### src/design/kdgt_pkg.sv
`default_nettype none
package kdgt_pkg;

	localparam int NUM_KEYS    = 16;
	localparam int TICK_LIMIT  = 65535;
	localparam int COUNT_LIMIT = 255;
	localparam int QUEUE_DEPTH = 2;

	localparam int KEY_W      = 4;
	localparam int KEY_SEL_W  = (NUM_KEYS > 1) ? $clog2(NUM_KEYS) : 1;
	localparam int CNT_W      = 16;
	localparam int TALLY_W    = 8;
	localparam int EV_W       = 8;
	localparam int SIG_W      = 3;
	localparam int GST_W      = 2;
	localparam int FL_W       = 2;
	localparam int CFG_IDX_W  = 3;
	localparam int CFG_DATA_W = 16;

	localparam logic [KEY_W:0]     KEY_COUNT = (KEY_W + 1)'(NUM_KEYS);
	localparam logic [CNT_W-1:0]   TICK_MAX  = CNT_W'(TICK_LIMIT);
	localparam logic [TALLY_W-1:0] TALLY_MAX = TALLY_W'(COUNT_LIMIT);

	localparam logic [CFG_IDX_W-1:0] REG_PRESS_DB      = 3'd0;
	localparam logic [CFG_IDX_W-1:0] REG_RELEASE_DB    = 3'd1;
	localparam logic [CFG_IDX_W-1:0] REG_LONG_PRESS    = 3'd2;
	localparam logic [CFG_IDX_W-1:0] REG_MULTI_PRESS   = 3'd3;
	localparam logic [CFG_IDX_W-1:0] REG_MULTI_RELEASE = 3'd4;
	localparam logic [CFG_IDX_W-1:0] REG_PRESS_MODE    = 3'd5;
	localparam logic [CFG_IDX_W-1:0] REG_RELEASE_MODE  = 3'd6;

	localparam logic [SIG_W-1:0] SIG_IDLE     = 3'd0;
	localparam logic [SIG_W-1:0] SIG_PDB      = 3'd1;
	localparam logic [SIG_W-1:0] SIG_PRESSED  = 3'd2;
	localparam logic [SIG_W-1:0] SIG_RDB      = 3'd3;
	localparam logic [SIG_W-1:0] SIG_RELEASED = 3'd4;

	localparam logic [GST_W-1:0] GST_IDLE     = 2'd0;
	localparam logic [GST_W-1:0] GST_PRESSED  = 2'd1;
	localparam logic [GST_W-1:0] GST_RELEASED = 2'd2;

	localparam int FL_LONG  = 0;
	localparam int FL_MULTI = 1;

	localparam logic [EV_W-1:0] EV_PRESS_EAGER = 8'h01;
	localparam logic [EV_W-1:0] EV_PRESS_DEFER = 8'h02;
	localparam logic [EV_W-1:0] EV_REL_EAGER   = 8'h04;
	localparam logic [EV_W-1:0] EV_REL_DEFER   = 8'h08;
	localparam logic [EV_W-1:0] EV_LONG_PRESS  = 8'h10;
	localparam logic [EV_W-1:0] EV_LONG_REL    = 8'h20;
	localparam logic [EV_W-1:0] EV_MP_TIMEOUT  = 8'h40;
	localparam logic [EV_W-1:0] EV_MR_TIMEOUT  = 8'h80;

	typedef struct packed {
		logic [CNT_W-1:0] press_db;
		logic [CNT_W-1:0] release_db;
		logic [CNT_W-1:0] long_press;
		logic [CNT_W-1:0] multi_press_to;
		logic [CNT_W-1:0] multi_release_to;
		logic             press_deferred;
		logic             release_deferred;
	} cfg_t;

	typedef struct packed {
		logic [KEY_W-1:0] key;
		logic             low;
	} item_t;

	typedef struct packed {
		logic empty;
		logic full;
	} fifo_stat_t;

endpackage
`default_nettype wire

### src/design/kdgt_in_if.sv
`default_nettype none
interface kdgt_in_if import kdgt_pkg::*; ();
	logic             valid;
	logic             ready;
	logic [KEY_W-1:0] key_index;
	logic             key_level;

	modport source (output valid, output key_index, output key_level, input ready);
	modport sink (input valid, input key_index, input key_level, output ready);
endinterface
`default_nettype wire

### src/design/kdgt_out_if.sv
`default_nettype none
interface kdgt_out_if import kdgt_pkg::*; ();
	logic               valid;
	logic               ready;
	logic [KEY_W-1:0]   key_id;
	logic [EV_W-1:0]    event_bits;
	logic [TALLY_W-1:0] press_tally;

	modport source (output valid, output key_id, output event_bits, output press_tally,
		input ready);
	modport sink (input valid, input key_id, input event_bits, input press_tally,
		output ready);
endinterface
`default_nettype wire

### src/design/kdgt_cfg_if.sv
`default_nettype none
interface kdgt_cfg_if import kdgt_pkg::*; ();
	logic                  valid;
	logic                  ready;
	logic [CFG_IDX_W-1:0]  index;
	logic [CFG_DATA_W-1:0] data;

	modport source (output valid, output index, output data, input ready);
	modport sink (input valid, input index, input data, output ready);
endinterface
`default_nettype wire

### src/design/kdgt_front.sv
`default_nettype none
module kdgt_front import kdgt_pkg::*; (
	input  logic       clk,
	input  logic       arst_n,
	kdgt_in_if.sink    key_in,
	kdgt_cfg_if.sink   cfg,
	input  fifo_stat_t stat,
	output logic       push,
	output item_t      push_item,
	output cfg_t       cfg_q
);

	assign key_in.ready   = !stat.full;
	assign cfg.ready      = 1'b1;
	assign push_item.key  = key_in.key_index;
	assign push_item.low  = !key_in.key_level;

	// drop requests for keys beyond the store
	assign push = key_in.valid && key_in.ready
		&& ((KEY_W + 1)'(key_in.key_index) < KEY_COUNT);

	always_ff @(posedge clk or negedge arst_n) begin
		if (!arst_n) begin
			cfg_q.press_db         <= CNT_W'(2);
			cfg_q.release_db       <= CNT_W'(2);
			cfg_q.long_press       <= CNT_W'(100);
			cfg_q.multi_press_to   <= CNT_W'(30);
			cfg_q.multi_release_to <= CNT_W'(30);
			cfg_q.press_deferred   <= 1'b1;
			cfg_q.release_deferred <= 1'b1;
		end else if (cfg.valid && cfg.ready) begin
			case (cfg.index)
				REG_PRESS_DB:      cfg_q.press_db         <= cfg.data;
				REG_RELEASE_DB:    cfg_q.release_db       <= cfg.data;
				REG_LONG_PRESS:    cfg_q.long_press       <= cfg.data;
				REG_MULTI_PRESS:   cfg_q.multi_press_to   <= cfg.data;
				REG_MULTI_RELEASE: cfg_q.multi_release_to <= cfg.data;
				REG_PRESS_MODE:    cfg_q.press_deferred   <= cfg.data[0];
				REG_RELEASE_MODE:  cfg_q.release_deferred <= cfg.data[0];
				default: ;
			endcase
		end
	end

endmodule
`default_nettype wire

### src/design/kdgt_fifo.sv
`default_nettype none
module kdgt_fifo import kdgt_pkg::*; (
	input  logic       clk,
	input  logic       arst_n,
	input  logic       push,
	input  item_t      push_item,
	input  logic       pop,
	output item_t      head,
	output fifo_stat_t stat
);

	localparam int PTR_W = (QUEUE_DEPTH > 1) ? $clog2(QUEUE_DEPTH) : 1;
	localparam int CNT_Q_W = $clog2(QUEUE_DEPTH + 1);
	localparam logic [PTR_W-1:0] PTR_LAST = PTR_W'(QUEUE_DEPTH - 1);

	item_t              mem_q [QUEUE_DEPTH];
	logic [PTR_W-1:0]   wr_ptr_q;
	logic [PTR_W-1:0]   rd_ptr_q;
	logic [CNT_Q_W-1:0] count_q;

	assign head       = mem_q[rd_ptr_q];
	assign stat.empty = (count_q == '0);
	assign stat.full  = (count_q == CNT_Q_W'(QUEUE_DEPTH));

	always_ff @(posedge clk) begin
		if (push) begin
			mem_q[wr_ptr_q] <= push_item;
		end
	end

	always_ff @(posedge clk or negedge arst_n) begin
		if (!arst_n) begin
			wr_ptr_q <= '0;
			rd_ptr_q <= '0;
			count_q  <= '0;
		end else begin
			if (push) begin
				wr_ptr_q <= (wr_ptr_q == PTR_LAST) ? '0 : wr_ptr_q + PTR_W'(1);
			end
			if (pop) begin
				rd_ptr_q <= (rd_ptr_q == PTR_LAST) ? '0 : rd_ptr_q + PTR_W'(1);
			end
			if (push && !pop) begin
				count_q <= count_q + CNT_Q_W'(1);
			end else if (pop && !push) begin
				count_q <= count_q - CNT_Q_W'(1);
			end
		end
	end

endmodule
`default_nettype wire

### src/design/kdgt_back.sv
`default_nettype none
module kdgt_back import kdgt_pkg::*; (
	input  logic       clk,
	input  logic       arst_n,
	input  cfg_t       cfg_q,
	input  item_t      head,
	input  fifo_stat_t stat,
	output logic       pop,
	kdgt_out_if.source event_out
);

	logic [SIG_W-1:0]   sig_q   [NUM_KEYS];
	logic [GST_W-1:0]   gst_q   [NUM_KEYS];
	logic [FL_W-1:0]    flags_q [NUM_KEYS];
	logic [CNT_W-1:0]   tick_q  [NUM_KEYS];
	logic [TALLY_W-1:0] tally_q [NUM_KEYS];

	logic               out_valid_q;
	logic [KEY_W-1:0]   out_key_q;
	logic [EV_W-1:0]    out_ev_q;
	logic [TALLY_W-1:0] out_tally_q;

	logic [KEY_SEL_W-1:0] sel;
	logic [SIG_W-1:0]     sig_n;
	logic [GST_W-1:0]     gst_n;
	logic [FL_W-1:0]      flags_n;
	logic [CNT_W-1:0]     tick_n;
	logic [TALLY_W-1:0]   tally_n;
	logic [EV_W-1:0]      ev_n;

	assign sel = head.key[KEY_SEL_W-1:0];
	assign pop = !stat.empty && (!out_valid_q || event_out.ready);

	always_comb begin
		logic [SIG_W-1:0]   sp;
		logic [CNT_W-1:0]   t;
		logic [CNT_W-1:0]   t_inc;
		logic [CNT_W-1:0]   t_sat;
		logic               low;
		logic               press_hit;
		logic               rel_hit;
		sp      = sig_q[sel];
		t       = tick_q[sel];
		low     = head.low;
		t_inc   = t + CNT_W'(1);
		t_sat   = (t < TICK_MAX) ? t_inc : t;
		sig_n   = sp;
		gst_n   = gst_q[sel];
		flags_n = flags_q[sel];
		tick_n  = t;
		tally_n = tally_q[sel];
		ev_n    = '0;

		// debounce chain, the tick that enters a debounce, pressed or released phase counts as its first
		case (sp)
			SIG_IDLE, SIG_RELEASED: begin
				if (low) begin
					ev_n   = EV_PRESS_EAGER;
					tick_n = CNT_W'(1);
					if (sp == SIG_RELEASED) begin
						gst_n = GST_IDLE;
					end
					if (cfg_q.press_db == '0) begin
						sig_n = SIG_PRESSED;
						ev_n  = ev_n | EV_PRESS_DEFER;
					end else begin
						sig_n = SIG_PDB;
					end
				end else if (sp == SIG_RELEASED) begin
					tick_n = t_sat;
				end
			end
			SIG_PDB: begin
				if (t >= cfg_q.press_db) begin
					if (low) begin
						sig_n  = SIG_PRESSED;
						ev_n   = EV_PRESS_DEFER;
						tick_n = CNT_W'(1);
					end else begin
						sig_n   = SIG_IDLE;
						gst_n   = GST_IDLE;
						flags_n = '0;
					end
				end else begin
					tick_n = t_inc;
				end
			end
			SIG_PRESSED: begin
				if (!low) begin
					ev_n   = EV_REL_EAGER;
					tick_n = CNT_W'(1);
					if (cfg_q.release_db == '0) begin
						sig_n = SIG_RELEASED;
						ev_n  = ev_n | EV_REL_DEFER;
					end else begin
						sig_n = SIG_RDB;
					end
				end else begin
					tick_n = t_sat;
				end
			end
			SIG_RDB: begin
				if (t >= cfg_q.release_db) begin
					if (!low) begin
						sig_n  = SIG_RELEASED;
						ev_n   = EV_REL_DEFER;
						tick_n = CNT_W'(1);
					end else begin
						sig_n   = SIG_IDLE;
						gst_n   = GST_IDLE;
						flags_n = '0;
					end
				end else begin
					tick_n = t_inc;
				end
			end
			default: ;
		endcase

		press_hit = |(ev_n & (cfg_q.press_deferred ? EV_PRESS_DEFER : EV_PRESS_EAGER));
		rel_hit   = |(ev_n & (cfg_q.release_deferred ? EV_REL_DEFER : EV_REL_EAGER));

		// gesture chain: idle, pressed and released fall through in order
		if (gst_n == GST_IDLE && press_hit) begin
			gst_n = GST_PRESSED;
			if (flags_n[FL_MULTI]) begin
				if (tally_n < TALLY_MAX) begin
					tally_n = tally_n + TALLY_W'(1);
				end
			end else begin
				tally_n           = TALLY_W'(1);
				flags_n[FL_MULTI] = 1'b1;
			end
		end
		if (gst_n == GST_PRESSED) begin
			if (rel_hit) begin
				gst_n = GST_RELEASED;
			end else begin
				if (!flags_n[FL_LONG] && tick_n > cfg_q.long_press) begin
					flags_n[FL_LONG] = 1'b1;
					ev_n             = ev_n | EV_LONG_PRESS;
				end
				if (flags_n[FL_MULTI] && tick_n > cfg_q.multi_press_to) begin
					flags_n[FL_MULTI] = 1'b0;
					ev_n              = ev_n | EV_MP_TIMEOUT;
				end
			end
		end
		if (gst_n == GST_RELEASED) begin
			if (flags_n[FL_LONG]) begin
				flags_n[FL_LONG] = 1'b0;
				ev_n             = ev_n | EV_LONG_REL;
			end
			if (flags_n[FL_MULTI]) begin
				if (tick_n > cfg_q.multi_release_to) begin
					flags_n[FL_MULTI] = 1'b0;
					ev_n              = ev_n | EV_MR_TIMEOUT;
				end
			end else if (sig_n == SIG_RELEASED) begin
				sig_n   = SIG_IDLE;
				gst_n   = GST_IDLE;
				flags_n = '0;
			end
		end
	end

	always_ff @(posedge clk or negedge arst_n) begin
		if (!arst_n) begin
			for (int k = 0; k < NUM_KEYS; k++) begin
				sig_q[k]   <= SIG_IDLE;
				gst_q[k]   <= GST_IDLE;
				flags_q[k] <= '0;
				tick_q[k]  <= '0;
				tally_q[k] <= '0;
			end
		end else if (pop) begin
			sig_q[sel]   <= sig_n;
			gst_q[sel]   <= gst_n;
			flags_q[sel] <= flags_n;
			tick_q[sel]  <= tick_n;
			tally_q[sel] <= tally_n;
		end
	end

	always_ff @(posedge clk or negedge arst_n) begin
		if (!arst_n) begin
			out_valid_q <= 1'b0;
		end else if (pop && ev_n != '0) begin
			out_valid_q <= 1'b1;
		end else if (event_out.ready) begin
			out_valid_q <= 1'b0;
		end
	end

	always_ff @(posedge clk) begin
		if (pop && ev_n != '0) begin
			out_key_q   <= head.key;
			out_ev_q    <= ev_n;
			out_tally_q <= tally_n;
		end
	end

	assign event_out.valid       = out_valid_q;
	assign event_out.key_id      = out_key_q;
	assign event_out.event_bits  = out_ev_q;
	assign event_out.press_tally = out_tally_q;

endmodule
`default_nettype wire

### src/design/key_debounce_gesture_tracker.sv
// Key debounce and gesture tracker.
// key_in carries one scan tick request per transfer: key_index and the active-low
// key_level. event_out carries one request per tick that raises any event: key_id,
// event_bits and the key's press_tally. cfg writes the seven settings by index;
// it is always ready; it is to be written only while the block is idle, a duty of the user.
// A tick request enters a two-entry queue at the accepting edge. The back end pops
// it, reads the key's state, runs the debounce and gesture chains and writes the
// state back as it pops it, loading the output register at the same edge: a result
// goes from the queue entry to the output register when nothing waits.
// One tick per cycle is sustained while the receiver takes each request; the per-key
// state is read and written back at each pop. Ticks that raise no event produce
// no request. While the receiver stalls, the output register holds its request,
// the queue fills and key_in.ready drops once both entries are taken.
// Reset clears every key's phases, flags and counters and restores the settings
// to their defaults; key_in.ready is high as soon as reset is released.
`default_nettype none
module key_debounce_gesture_tracker import kdgt_pkg::*; (
	input  logic       clk,
	input  logic       arst_n,
	kdgt_in_if.sink    key_in,
	kdgt_cfg_if.sink   cfg,
	kdgt_out_if.source event_out
);

	cfg_t       cfg_q;
	fifo_stat_t stat;
	item_t      push_item;
	item_t      head;
	logic       push;
	logic       pop;

	kdgt_front u_front (
		.clk       (clk),
		.arst_n    (arst_n),
		.key_in    (key_in),
		.cfg       (cfg),
		.stat      (stat),
		.push      (push),
		.push_item (push_item),
		.cfg_q     (cfg_q)
	);

	kdgt_fifo u_fifo (
		.clk       (clk),
		.arst_n    (arst_n),
		.push      (push),
		.push_item (push_item),
		.pop       (pop),
		.head      (head),
		.stat      (stat)
	);

	kdgt_back u_back (
		.clk       (clk),
		.arst_n    (arst_n),
		.cfg_q     (cfg_q),
		.head      (head),
		.stat      (stat),
		.pop       (pop),
		.event_out (event_out)
	);

	a_no_empty_result: assert property (@(posedge clk) disable iff (!arst_n)
		event_out.valid |-> event_out.event_bits != '0)
		else $error("result request without events");

	a_press_release_apart: assert property (@(posedge clk) disable iff (!arst_n)
		event_out.valid |-> !((event_out.event_bits[0] || event_out.event_bits[1])
			&& (event_out.event_bits[2] || event_out.event_bits[3])))
		else $error("press and release events in one tick");

	a_pop_not_empty: assert property (@(posedge clk) disable iff (!arst_n)
		pop |-> !stat.empty)
		else $error("pop from empty queue");

endmodule
`default_nettype wire
### src/flat_wrapper.sv
// flat-port wrapper written by rule: the top's interface ports become plain ports
module key_debounce_gesture_tracker_flat import kdgt_pkg::*;
  (clk, arst_n, key_in_valid, key_in_key_index, key_in_key_level, key_in_ready, cfg_valid, cfg_index, cfg_data, cfg_ready, event_out_valid, event_out_key_id, event_out_event_bits, event_out_press_tally, event_out_ready);
  kdgt_in_if key_in_i ();
  kdgt_cfg_if cfg_i ();
  kdgt_out_if event_out_i ();
  input  logic clk;
  input  logic arst_n;
  input wire logic [$bits(key_in_i.valid)-1:0] key_in_valid;
  input wire logic [$bits(key_in_i.key_index)-1:0] key_in_key_index;
  input wire logic [$bits(key_in_i.key_level)-1:0] key_in_key_level;
  output wire logic [$bits(key_in_i.ready)-1:0] key_in_ready;
  input wire logic [$bits(cfg_i.valid)-1:0] cfg_valid;
  input wire logic [$bits(cfg_i.index)-1:0] cfg_index;
  input wire logic [$bits(cfg_i.data)-1:0] cfg_data;
  output wire logic [$bits(cfg_i.ready)-1:0] cfg_ready;
  output wire logic [$bits(event_out_i.valid)-1:0] event_out_valid;
  output wire logic [$bits(event_out_i.key_id)-1:0] event_out_key_id;
  output wire logic [$bits(event_out_i.event_bits)-1:0] event_out_event_bits;
  output wire logic [$bits(event_out_i.press_tally)-1:0] event_out_press_tally;
  input wire logic [$bits(event_out_i.ready)-1:0] event_out_ready;
  assign key_in_i.valid = key_in_valid;
  assign key_in_i.key_index = key_in_key_index;
  assign key_in_i.key_level = key_in_key_level;
  assign key_in_ready = key_in_i.ready;
  assign cfg_i.valid = cfg_valid;
  assign cfg_i.index = cfg_index;
  assign cfg_i.data = cfg_data;
  assign cfg_ready = cfg_i.ready;
  assign event_out_valid = event_out_i.valid;
  assign event_out_key_id = event_out_i.key_id;
  assign event_out_event_bits = event_out_i.event_bits;
  assign event_out_press_tally = event_out_i.press_tally;
  assign event_out_i.ready = event_out_ready;
  key_debounce_gesture_tracker u_core (.clk(clk), .arst_n(arst_n), .key_in(key_in_i), .cfg(cfg_i), .event_out(event_out_i));
endmodule
### config.mk
export PLATFORM = sky130hd
export DESIGN_NAME = key_debounce_gesture_tracker_flat
export DESIGN_NICKNAME = d
export VERILOG_FILES = /design/src/design/kdgt_pkg.sv /design/src/design/kdgt_in_if.sv /design/src/design/kdgt_out_if.sv /design/src/design/kdgt_cfg_if.sv /design/src/design/kdgt_front.sv /design/src/design/kdgt_fifo.sv /design/src/design/kdgt_back.sv /design/src/design/key_debounce_gesture_tracker.sv /design/src/flat_wrapper.sv
export SDC_FILE = /design/constraint.sdc
export NUM_CORES = 1
export LEC_CHECK = 0
export BUFFER_PORTS_ARGS = -buffer_cell sky130_fd_sc_hd__buf_2
export CAP_MARGIN = 20
export CORE_AREA = 4 4 265 267
export CTS_CLUSTER_DIAMETER = 120
export DETAILED_ROUTE_END_ITERATION = 16
export DIE_AREA = 0 0 269 271
export PLACE_DENSITY_LB_ADDON = 0.12
export SLEW_MARGIN = 20
export SYNTH_ARGS = -nofsm -noshare
export SYNTH_HDL_FRONTEND = slang
export SYNTH_SLANG_ARGS = --single-unit
### constraint.sdc
create_clock -name clk -period 9.99 [get_ports clk]
set_input_delay 0.4995 -clock clk [delete_from_list [all_inputs] [get_ports clk]]
set_output_delay 0.4995 -clock clk [all_outputs]
set_load 0.01 [all_outputs]
==> run metrics <==
status=completed; layout cells sized above 1=21.9%; switch share=44.4%; synthesized area=30400 um2; cell area power density=385 nW/um2; antenna fix cells=0; Least-Margin Pin Slew=1010 ps; Final setup viols=0; Max clock buf depth=3; full die area=72900 um2; Avg Inst Size Synth=10.5 um2; Psw=5860 uW; Final #Nets=3019; Die X=269 um; GRT overflow=0; largest area contributor in the netlist=dfrtp_1; Root Buffer=clkbuf_16; Initial Util=44.6%; Via Count=22900; Clock Skew=33.1 ps; CTS tree=built; detailed placement HPWL=60.5 mm; Post-Syn Instances=2896; hold_ws=106 ps; DRT Wirelength=94.9 mm; top_reg_cell synth=dfrtp_1; Placement Cell Area=31800 um2; vias in the first global route=23500; minimum clock period=9220 ps; critical path class=flop to flop; Area growth syn-to-layout=12.7%; synth unique cells=98; Worst setup SP type=flop; CP Max Fanout=18; flops & latches, synth=613; H-tree depth=3; critical path arrival=9500 ps; max cap viols=0; worst skew pair latency=620 ps; Pleak=0.0154 uW; initial DRC count=1707; critical path endpoint category=flop; endpoints failing hold=0; Max Slew Vio Count=0; Post-Syn Nets=3008; VDD IR max=172 uV; row cnt=96; Layout fillers=6132; Area contributors post-synth=dfrtp_1 (47%), mux2_2 (9.1%), o21ai_0 (7.1%); final instance area=34300 um2; antenna violations before repair=0; Worst EP required=10270 ps; IO Count=52; setup TNS=0 ps; worst hold path type=primary input to flop; clock power share=20.1%; Max-slew headroom=32.2%; Worst Setup SP=u_core.u_fifo.rd_ptr_q$_DFFE_PN0P_; max incr delay on CP=630 ps; highest-count cells in the layout ignoring fill and taps=dfrtp_1 (567), nand2_1 (468), o21ai_0 (432); Die Span Y=271 um; Yosys top cell area share=46.7%; gp weighted congestion=0.945; first-pass GRT wire length=145 mm; Util after Layout=50.3%; Reg-to-Reg Start=u_core.u_fifo.rd_ptr_q$_DFFE_PN0P_; Seq pwr share=28.7%; Cell Int Power=7340 uW; # DRC=0; Synth Warn #=0; WL per Instance=24.7 um; critical path's most frequent cell=a2111oi_0; share of synthesized registers carrying an async set or reset=95.1%; gr usage total=26.1%; Fmax achieved=0.108 GHz; largest net degree at the start of global routing=169; I/O Buffers=50; hold path start=key_in_key_index[0]; Num CTS Buffers=69; core area=68100 um2; CTS clock-pin slew for the worst setup and hold paths=60 ps; commonest non-fill, non-tap cell in the layout=dfrtp_1; router iterations before antenna repair=5; RSZ-0062 raised after global routing=false; CTS Sinks=613; fin crit share=92.3%; Final ANT Viol Nets=0; routed vias/inst=5.96; critical-path cell with the highest stage delay=dfrtp_2; combinational power share=51.3%; Post-synth EDFFs=30; sequential fraction of the synthesis area=51.0%
critical path, delay by kind of cell (launching register included):
family / cells / cell delay [ps]
flip-flops: 1 / 630
AND/OR/NAND/NOR: 6 / 1640
multiplexers: 1 / 530
adder cells (fa/ha/maj): 2 / 480
buffers and inverters: 5 / 1360
AO/OA/AOI/OAI: 14 / 4190
sequential cells by signal, summed over array words and instances, names as in the netlist:
| signal | count |
|---|---|
| u_core.u_back.tick_q | 256 |
| u_core.u_back.tally_q | 128 |
| u_core.u_front.cfg_q | 82 |
| u_core.u_back.sig_q | 48 |
| u_core.u_back.flags_q | 32 |
| u_core.u_back.gst_q | 32 |
| u_core.u_fifo.mem_q | 10 |
| u_core.u_back.event_out.event_bits | 8 |
| u_core.u_back.event_out.press_tally | 8 |
| u_core.u_back.event_out.key_id | 4 |
| u_core.u_fifo.count_q | 2 |
| u_core.u_back.event_out.valid | 1 |
| u_core.u_fifo.rd_ptr_q | 1 |
| u_core.u_fifo.wr_ptr_q | 1 |
cell type report:
cell class | instances | area, um2 | share of cell area [%]
multi-input cells | 1957 | 13700 | 40.1
clock inverters | 24 | 322 | 0.939
inverters | 116 | 440 | 1.29
well taps | 882 | 1100 | 3.22
clock buffers | 100 | 2060 | 6.00
repair buffers | 150 | 1080 | 3.14
flip-flops and latches | 613 | 15500 | 45.3
logic make-up (layout without fill, tap and decap cells):
| kind of cell | count (synthesis) | count (layout) | share of synthesized area (%) |
|---|---|---|---|
| flip-flops | 613 | 613 | 51.0 |
| AND/OR/NAND/NOR | 748 | 748 | 11.0 |
| adder cells (fa/ha/maj) | 84 | 84 | 3.45 |
| buffers and inverters | 327 | 390 | 4.41 |
| AO/OA/AOI/OAI | 774 | 775 | 15.4 |
| XOR/XNOR | 9 | 9 | 0.259 |
| multiplexers | 340 | 340 | 14.4 |
| other | 1 | 1 | 0.0123 |
what timing repair did:
item	CTS	global route
setup buffers	0	1
gates resized for setup	0	5
hold buffers	1	0
hold endpoints to repair	52	0
setup endpoints to repair	0	53
worst paths after layout:
check / end / slack, ps / cells after the start
worst max-delay path: u_core.u_back.event_out.key_id[1]$_DFFE_PP_ / 770 / 28
worst min-delay path: u_core.u_fifo.mem_q[0][1]$_DFFE_PP_ / 110 / 1
worst max register to register: u_core.u_back.event_out.key_id[1]$_DFFE_PP_ / 770 / 28
worst min register to register: u_core.u_back.tick_q[147]$_DFFE_PN0P_ / 470 / 2
max in group asynchronous: u_core.u_fifo.rd_ptr_q$_DFFE_PN0P_ / 7390 / 4
min in group asynchronous: u_core.u_back.tally_q[121]$_DFFE_PN0P_ / 510 / 2
Yosys cell counts (6+ instances only):
cell,number
dfstp_2,15
nand4_1,25
nand2b_1,13
o22ai_1,19
and3_1,15
buf_2,40
edfxtp_1,30
a2111oi_0,6
mux4_2,53
o2111ai_1,13
nor2_1,69
a21oi_1,73
or3_1,6
mux2_2,247
nand2_1,484
ha_1,83
a21o_1,13
nor3b_1,6
nand3_1,33
o21bai_1,68
buf_4,8
clkbuf_1,154
dfrtp_1,568
a311oi_1,12
nor3_1,25
o21ai_0,433
nor2b_1,13
o21ai_1,11
a41o_1,6
xnor2_1,6
a31oi_1,13
mux2i_1,38
o31ai_1,19
a41oi_1,20
inv_1,113
o211ai_1,10
a22oi_1,7
and2_1,7
nor4_1,14
through the flow:
| stage | total power (uW) | cells | setup WS, ps |
|---|---|---|---|
| final | 13200 | 3842 | 768 |
| after global routing | 14100 | 3842 | 44.9 |
| after CTS | 13100 | 3839 | 322 |
| after detailed placement | 10400 | 3714 | 334 |
| after global placement | 10300 | 3712 | 441 |
| after floorplan | 7980 | 2896 | 1840 |
layer usage:
layer	global-route usage (%)	vias to the layer above	wire length, um
li1	-	10400	-
met1	36.4	11600	41400
met2	40.8	747	43500
met3	4.65	183	6300
met4	10.3	0	3710
met5	0	-	0
power by group through the flow:
| stage | combinational, uW | clock, uW | sequential, uW |
|---|---|---|---|
| floorplan | 4280 | 0 | 3700 |
| global placement | 6520 | 0 | 3780 |
| detailed placement | 6620 | 0 | 3820 |
| CTS | 6660 | 2710 | 3780 |
| global route | 7380 | 2810 | 3880 |
| finish | 6760 | 2650 | 3790 |
No activity file was read; power rests on OpenSTA's default activity.
